--- config.mk ---
export PLATFORM = sky130hd
export DESIGN_NAME = pom_cordic
export DESIGN_NICKNAME = d
export VERILOG_FILES = /design/src/design/pom_pkg.sv /design/src/design/pom_cordic.sv
export SDC_FILE = /design/constraint.sdc
export NUM_CORES = 1
export LEC_CHECK = 0
export ABC_AREA = 0
export BUFFER_PORTS_ARGS = -buffer_cell sky130_fd_sc_hd__buf_2
export CAP_MARGIN = 15
export CORE_MARGIN = 2
export CORE_UTILIZATION = 43
export DETAILED_ROUTE_END_ITERATION = 10
export GPL_TIMING_DRIVEN = 0
export SYNTH_ARGS = -nofsm -noshare
export SYNTH_HDL_FRONTEND = slang
export SYNTH_SLANG_ARGS = --single-unit
--- constraint.sdc ---
create_clock -name clk_i -period 8.45 [get_ports clk_i]
set_clock_uncertainty 0.1 [all_clocks]
set_input_delay 1.69 -clock clk_i [delete_from_list [all_inputs] [get_ports clk_i]]
set_output_delay 1.69 -clock clk_i [all_outputs]
set_load 0.01 [all_outputs]
--- src/design/pom_pkg.sv ---
package pom_pkg;

  localparam int unsigned VEL_W  = 32;
  localparam int unsigned POS_W  = 48;
  localparam int unsigned ANG_W  = 32;
  localparam int unsigned TRIG_W = 33;
  localparam int unsigned MUL_W  = 33;
  localparam int unsigned PROD_W = 2 * MUL_W;

  localparam int unsigned POM_CORDIC_ITERS = 30;
  localparam int unsigned ITER_W = $clog2(POM_CORDIC_ITERS);

  localparam logic signed [MUL_W-1:0]  POM_TURN_K      = 33'sd2670177;
  localparam logic signed [TRIG_W-1:0] POM_CORDIC_GAIN = 33'sd652032874;

  localparam logic signed [POS_W-1:0] POM_POS_MAX = {1'b0, {(POS_W - 1){1'b1}}};
  localparam logic signed [POS_W-1:0] POM_POS_MIN = {1'b1, {(POS_W - 1){1'b0}}};

  typedef logic signed [VEL_W-1:0]  vel_t;
  typedef logic signed [POS_W-1:0]  pos_t;
  typedef logic        [ANG_W-1:0]  angle_t;
  typedef logic signed [TRIG_W-1:0] trig_t;

  function automatic logic [ANG_W-1:0] pom_atan(input logic [ITER_W-1:0] idx);
    logic [ANG_W-1:0] v;
    case (idx)
      5'd0:    v = 32'd536870912;
      5'd1:    v = 32'd316933406;
      5'd2:    v = 32'd167458907;
      5'd3:    v = 32'd85004756;
      5'd4:    v = 32'd42667331;
      5'd5:    v = 32'd21354465;
      5'd6:    v = 32'd10679838;
      5'd7:    v = 32'd5340245;
      5'd8:    v = 32'd2670163;
      5'd9:    v = 32'd1335087;
      5'd10:   v = 32'd667544;
      5'd11:   v = 32'd333772;
      5'd12:   v = 32'd166886;
      5'd13:   v = 32'd83443;
      5'd14:   v = 32'd41722;
      5'd15:   v = 32'd20861;
      5'd16:   v = 32'd10430;
      5'd17:   v = 32'd5215;
      5'd18:   v = 32'd2608;
      5'd19:   v = 32'd1304;
      5'd20:   v = 32'd652;
      5'd21:   v = 32'd326;
      5'd22:   v = 32'd163;
      5'd23:   v = 32'd81;
      5'd24:   v = 32'd41;
      5'd25:   v = 32'd20;
      5'd26:   v = 32'd10;
      5'd27:   v = 32'd5;
      5'd28:   v = 32'd3;
      5'd29:   v = 32'd1;
      default: v = '0;
    endcase
    return v;
  endfunction

endpackage

--- src/design/pom_cordic.sv ---
module pom_cordic (
  input  logic            clk_i,
  input  logic            rst_ni,
  input  logic            start_i,
  input  pom_pkg::angle_t angle_i,
  output logic            done_o,
  output pom_pkg::trig_t  cos_o,
  output pom_pkg::trig_t  sin_o
);
  import pom_pkg::*;

  localparam logic [ITER_W-1:0] LastIter = ITER_W'(POM_CORDIC_ITERS - 1);

  logic              busy_q;
  logic              done_q;
  logic [ITER_W-1:0] cnt_q;
  logic [1:0]        quad_q;
  trig_t             x_q;
  trig_t             y_q;
  logic signed [ANG_W-1:0] z_q;

  angle_t     rounded;
  logic [1:0] quad;
  trig_t      dx;
  trig_t      dy;
  logic signed [ANG_W-1:0] step;

  // The nearest quadrant is taken off first so the rotations see at most an eighth turn.
  assign rounded = angle_i + 32'h2000_0000;
  assign quad    = rounded[ANG_W-1:ANG_W-2];
  assign dx      = y_q >>> cnt_q;
  assign dy      = x_q >>> cnt_q;
  assign step    = pom_atan(cnt_q);

  always_ff @(posedge clk_i or negedge rst_ni) begin
    if (!rst_ni) begin
      busy_q <= 1'b0;
      done_q <= 1'b0;
      cnt_q  <= '0;
    end else begin
      done_q <= busy_q && (cnt_q == LastIter);
      if (start_i) begin
        busy_q <= 1'b1;
        cnt_q  <= '0;
      end else if (busy_q) begin
        if (cnt_q == LastIter) begin
          busy_q <= 1'b0;
        end
        cnt_q <= cnt_q + 1'b1;
      end
    end
  end

  always_ff @(posedge clk_i) begin
    if (start_i) begin
      quad_q <= quad;
      z_q    <= angle_i - {quad, {(ANG_W - 2){1'b0}}};
      x_q    <= POM_CORDIC_GAIN;
      y_q    <= '0;
    end else if (busy_q) begin
      if (!z_q[ANG_W-1]) begin
        x_q <= x_q - dx;
        y_q <= y_q + dy;
        z_q <= z_q - step;
      end else begin
        x_q <= x_q + dx;
        y_q <= y_q - dy;
        z_q <= z_q + step;
      end
    end
  end

  always_comb begin
    case (quad_q)
      2'd0:    begin cos_o = x_q;  sin_o = y_q;  end
      2'd1:    begin cos_o = -y_q; sin_o = x_q;  end
      2'd2:    begin cos_o = -x_q; sin_o = -y_q; end
      2'd3:    begin cos_o = y_q;  sin_o = -x_q; end
      default: begin cos_o = x_q;  sin_o = y_q;  end
    endcase
  end

  assign done_o = done_q;

  a_start_idle: assert property (@(posedge clk_i) disable iff (!rst_ni)
    start_i |-> !busy_q) else $error("CORDIC restarted while busy.");
  a_done_after_last: assert property (@(posedge clk_i) disable iff (!rst_ni)
    done_q |-> !busy_q && $past(busy_q)) else $error("CORDIC done without a run.");
  a_count_range: assert property (@(posedge clk_i) disable iff (!rst_ni)
    busy_q |-> cnt_q <= LastIter) else $error("CORDIC count out of range.");

endmodule

* After elaboration in Yosys (flattened, before gate mapping)
Memory sizes are Yosys's and may differ from the RTL's. Cells that the tools add are included.
Word-level totals: memory bits (read-only) 960, register bits after elaboration 107, output and inout bits 67, memories kept 1, logic and storage cells 40, bits of input ports 35
Memory list:
- (name not given) | depth 32, width 30, read ports 1, clocked after Yosys merged registers in 0, wr ports 0, RTL line pom_pkg.sv:26 | case (idx)
Operators by class: shift operators 2, eq/ne operators 4, add/subtract/negate cells 11, reductions and logical operators 3, mux-type cells 12
Operators with widths (number):
- 33-bit case mux with 4 select lines | 2
- 32-bit two-way mux | 3
- 33-bit adder | 2
- 33-bit two-way mux | 2
- 33-bit negator | 2
- 33-bit by 5-bit >>> shifter with 33-bit output | 2
- 33-bit subtractor | 2
- 32-bit subtractor | 2
- 32-bit by 30-bit adder with 32-bit output (second input constant) | 1
- 32-bit adder | 1
- 5-bit two-way mux | 2
- 5-bit by 1-bit adder with 5-bit output (second input constant) | 1
- 5-bit equality test (second input constant) | 1
- 2-bit equality test (second input constant) | 2
- 1-bit two-way mux | 3
- 2-bit by 1-bit equality test with 1-bit output (second input constant) | 1
- 2-bit logical NOT | 1
- 2-bit nonzero test | 1
- 1-bit logical AND | 1

* Logic depth before layout (Yosys ltp)
An unclocked memory read counts as a cell.
depth in word-level cells 5, depth in mapped cells 31, gate-level depth less buffers 24

* Least setup slack after synthesis
OpenSTA, ideal clock, no wires.
path type register to register, from register cnt_q[0], to register z_q[31], data pin, arrival 5909 ps, period minus slack after synthesis 6278 ps, stages on the path, launching flop included 26, path buffers 4, required time 8081 ps, slack 2172 ps, library setup time 269 ps, cells stage by stage dfrtp_1 buf_6 inv_2 buf_1 ha_1 clkbuf_1 mux4_2 a2111oi_2 o2111a_1 and2_1 nand4b_1 or4_1 and2_1 buf_4 xor2_1 ha_1 a21o_1 a21o_1 a21o_1 a21oi_1 o21bai_1 a21oi_1 o221ai_1 a211o_1 a2111oi_0 nor3_1
Between the ends: word-level cells in the longest chain between the ends 5, elaborated cells on any way between the ends 6, those cells by class add/sub: 2; mux: 3; memory: 1
Ends and longest elaborated chain:
- start: declaration | RTL line pom_cordic.sv:16 | logic [ITER_W-1:0] cnt_q;
- start signal: assignment | RTL line pom_cordic.sv:49 | cnt_q <= cnt_q + 1'b1;
- memory 32 x 30 bit *
- 32-bit subtractor / 32-bit adder (equally long branches) | RTL line pom_cordic.sv:64, pom_cordic.sv:68
- 32-bit two-way mux * | RTL line pom_cordic.sv:61 | if (!z_q[ANG_W-1]) begin
- 32-bit two-way mux * | RTL line pom_cordic.sv:60 | end else if (busy_q) begin
- 32-bit two-way mux * | RTL line pom_cordic.sv:55 | if (start_i) begin
- end signal: assignment | RTL line pom_cordic.sv:57 | z_q <= angle_i - {quad, {(ANG_W - 2){1'b0}}};
- end signal: assignment | RTL line pom_cordic.sv:64 | z_q <= z_q - step;
- end signal: assignment | RTL line pom_cordic.sv:68 | z_q <= z_q + step;
- end: declaration | RTL line pom_cordic.sv:20 | logic signed [ANG_W-1:0] z_q;
Mark *: on every way between the ends. The rest lies on a longest branch, timed or not. The select of a mux whose other input is x is not followed. A chain may end at the register's enable or synchronous reset.

* Final worst setup path
from register cnt_q[2], to register y_q[32]
Between the ends: word-level cells in the longest chain between the ends 3, elaborated cells on any way between the ends 4, those cells by class add/sub: 2; shift: 1; mux: 1
Ends and longest elaborated chain:
- 33-bit by 5-bit >>> shifter with 33-bit output * | RTL line pom_cordic.sv:32 | assign dy = x_q >>> cnt_q;
- 33-bit adder / 33-bit subtractor (equally long branches) | RTL line pom_cordic.sv:63, pom_cordic.sv:67
- 33-bit two-way mux * | RTL line pom_cordic.sv:61
- end signal: assignment | RTL line pom_cordic.sv:63 | y_q <= y_q + dy;
- end signal: assignment | RTL line pom_cordic.sv:67 | y_q <= y_q - dy;
- end: declaration | RTL line pom_cordic.sv:19 | trig_t y_q;
Mark *: on every way between the ends. The rest lies on a longest branch, timed or not.

==> impl_results.md <==
* Clock Sinks at 107
* All-Layer GR Usage at 0.441
* Finished Core Util at 0.474
* Yosys reg bits at 107
* Area growth syn-to-layout at 8.82%
* Worst hold path class: flop to flop
* # Post-CTS Setup Buffers at 0
* Logic gate share of total power at 0.854
* Kind of critical path: flop to flop
* Initial antenna violation count at 5
* Total CTS buffers at 9
* Crit Path Max Fanout at 10
* Slew HR at 0.0229
* Share of the synthesized area in the top cell type at 0.101
* First-pass iteration count of the detailed router at 9
* Final Hold Fails at 0
* Final setup fails at 0
* DRC at 0
* Hold-fix buffers at CTS at 0
* CTS tree: yes
* Placed Instances at 3159
* Fraction of registers with async set/reset at 0.0654
* CP dominant cell by count: buf_2
* Io pins at 102
* Core area at 0.0442 sq mm
* Die footprint at 0.0465 sq mm
* Syn_nets at 2613
* Largest net degree at the start of global routing at 34
* Ys Warns at 0
* Post-DP HPWL at 83200 microns
* Slew @ Worst Pin at 1460 ps
* Ys flop type: dfxtp_1
* Count of flip-flops with a built-in enable after synthesis at 34
* Initial Utilization at 0.435
* Most frequent cells in the layout: nand2_1 (255), nor2_1 (214), a21oi_1 (198), o21ai_0 (164), xnor2_1 (160)
* Routed Antenna Nets at 0
* First-pass GRT wire length at 147000 microns
* Gate Count Post-Synth at 2459
* Bufs and invs on worst path at 9
* VDD IR max at 372 uV
* Vias per inst at 6.79
* Post-synthesis instance area at 0.0193 sq mm
* Static Leak at 8.60 nW
* Area contributors post-synth: mux4_2 (10%), ha_1 (7.5%), xnor2_1 (7.3%), dfxtp_1 (6.9%), edfxtp_1 (5.3%)
* CP Capture Type: flop
* Seq/Total Area, Yosys at 0.131
* RSZ-0062 raised after global routing: no
* Family with the most delay on the worst path: buffers and inverters
* Peak Freq at 0.119 GHz
* Worst setup SP type: flop
* Sequential power share at 0.101
* Int Pwr at 0.00458 W
* Routed wire length at 105000 microns
* Status: finished clean
* RD Place Congestion at 1.08
* Avg Cell Area, Syn at 7.83 sq um
* Max Cap Viol at 0
* Commonest non-fill, non-tap cell in the layout: nand2_1
* R2r endpoint: y_q[32]$_SDFFE_PP0P_
* Worst R2R Start: cnt_q[2]$_DFFE_PN0P_
* Iter 0 DRT Violations at 2587
* Clk slew on worst S/H paths at 90 ps
* Layout cells sized above 1 at 0.141
* R2R cell count at 27
* Die X at 216 microns
* Nets at 2728
* Num rows at 77
* H-tree depth at 3
* Die height at 216 microns
* Leading area contributor after synthesis: mux4_2
* Sw frac at 0.566
* Reg-to-reg slack, setup at 80 ps
* Worst-Skew Late Latency at 420 ps
* Switching pwr at 0.00598 W
* Crit path launch: cnt_q[2]$_DFFE_PN0P_
* Hold WS at 578 ps
* PortBufs at 101
* Final period util at 0.991
* Arr. time, crit path at 8580 ps
* Final std cells w/o fill at 3176
* Max Slew Vio Count at 0
* WP data required at 8660 ps
* Clock Tree Root: clkbuf_16
* Slowest CP cell: dfrtp_1
* Fill count at 4463
* Power Density at 504 mW/mm^2
* Average wire per standard cell at 32.9 microns
* Total congestion overflow at 0
* Power share of the clock group at 0.045
* Clk buf depth at 2
* Largest stage delay, worst path at 560 ps
* DR vias at 21600
* Setup crit end: y_q[32]$_SDFFE_PP0P_
* Unique cell type count in the Yosys netlist at 108
* Min Tclk post-route at 8370 ps
* Hold depth at 3
* Vias in the first global route at 20800
* Stages on worst setup path at 27
==> how the worst min path moves through the flow <==
stage	start	end	slack (ps)
6_report	y_q[2]$_SDFFE_PP0P_	y_q[2]$_SDFFE_PP0P_	580
2_1_floorplan	x_q[0]$_SDFFE_PP0P_	x_q[0]$_SDFFE_PP0P_	440
3_3_place_gp	y_q[2]$_SDFFE_PP0P_	y_q[2]$_SDFFE_PP0P_	540
4_1_cts	y_q[2]$_SDFFE_PP0P_	y_q[2]$_SDFFE_PP0P_	570
5_1_grt	y_q[2]$_SDFFE_PP0P_	y_q[2]$_SDFFE_PP0P_	620
3_5_place_dp	y_q[2]$_SDFFE_PP0P_	y_q[2]$_SDFFE_PP0P_	560
==> cell usage after synthesis (all sizes together) (11+ instances only) <==
cell and number:
edfxtp 34, xor2 83, a22oi 12, nand3 39, or2 13, nor3 45
mux4 88, nand2b 39, mux2 49, o31ai 15, or4 13, ha 116
and3 19, o21ai 170, a31oi 32, o21a 16, o22ai 20, a21o 65
o211ai 20, o21bai 11, nor4 19, clkbuf 144, xnor2 160, a21oi 199
buf 68, nand4 20, mux2i 91, a211oi 27, nor2 214, inv 65
nor2b 22, dfxtp 66, or3 16, nand2 255, and2 28
==> area by class of cell <==
type | instances | area, sq um | area share
multi-input combinational | 2074 | 15500 | 0.739
sequential | 107 | 2520 | 0.120
buffer | 208 | 1000 | 0.0480
tap | 592 | 741 | 0.0354
timing repair buffer | 108 | 632 | 0.0302
inverter | 66 | 248 | 0.0118
clock buffer | 9 | 225 | 0.0107
clock inverter | 7 | 80.1 | 0.00382
antenna | 5 | 12.5 | 0.000597
==> what timing repair did <==
action                                  in CTS  in global routing
endpoints found under the setup margin      30                  8
gates resized for setup                      5                  8
endpoints found under the hold margin        0                  0
gates cloned                                 0                  0
==> state kept, by name (all words and copies together), names as in the netlist <==
name    flops
x_q        33
cnt_q       5
busy_q      1
y_q        33
quad_q      2
z_q        32
done_o      1
==> logic make-up (layout without fill, tap and decap cells) <==
family / Yosys count / count (layout) / share of synthesized area
other cells: 0 / 5 / 0
xor+xnor: 244 / 244 / 0.112
simple gates: 769 / 769 / 0.194
mux: 228 / 228 / 0.180
buf+inv: 278 / 398 / 0.0647
flops: 107 / 107 / 0.131
fa+ha+maj: 119 / 119 / 0.0785
compound gates: 714 / 714 / 0.240
==> per-stage QoR <==
| step | power [W] | TNS (ps) | instance area (sq um) | setup slack [ps] |
|---|---|---|---|---|
| final | 0.0106 | 0 | 21000 | 77.9 |
| after global routing | 0.0113 | 0 | 20900 | 5.97 |
| after CTS | 0.0102 | 0 | 20900 | 21.6 |
| after detailed placement | 0.00972 | -8800 | 20600 | -816 |
| after global placement | 0.00954 | -7910 | 20500 | -723 |
| after floorplan | 0.00732 | 0 | 19300 | 2170 |
==> per-layer routing <==
| metal | vias up | global-route usage | part of all wire |
|---|---|---|---|
| met5 | - | 0 | 0.00022 |
| met4 | 4 | 0.289 | 0.074 |
| met1 | 10400 | 0.543 | 0.38 |
| met3 | 382 | 0.142 | 0.12 |
| met2 | 1522 | 0.660 | 0.42 |
| li1 | 9293 | - | - |
==> worst reg2reg max path, delay by kind of cell, from the launching register on <==
kind                       cells  cell delay [ps]
and+or+nand+nor                5              760
xor gates and xnor gates       1              150
DFF                            1              560
AOI/OAI and AO/OA              8             2430
muxes                          2              530
adders and majority gates      2              610
buffers and inverters          9             3130
==> power groups by stage <==
stage / Clock [W] / Combinational, W / Sequential [W]
6_report: 0.000475 / 0.00901 / 0.00107
5_1_grt: 0.000494 / 0.00969 / 0.00107
4_1_cts: 0.000481 / 0.00872 / 0.00105
3_5_place_dp: 0 / 0.00866 / 0.00106
3_3_place_gp: 0 / 0.00849 / 0.00105
2_1_floorplan: 0 / 0.00638 / 0.000935
(Power assumes the default switching activity.)
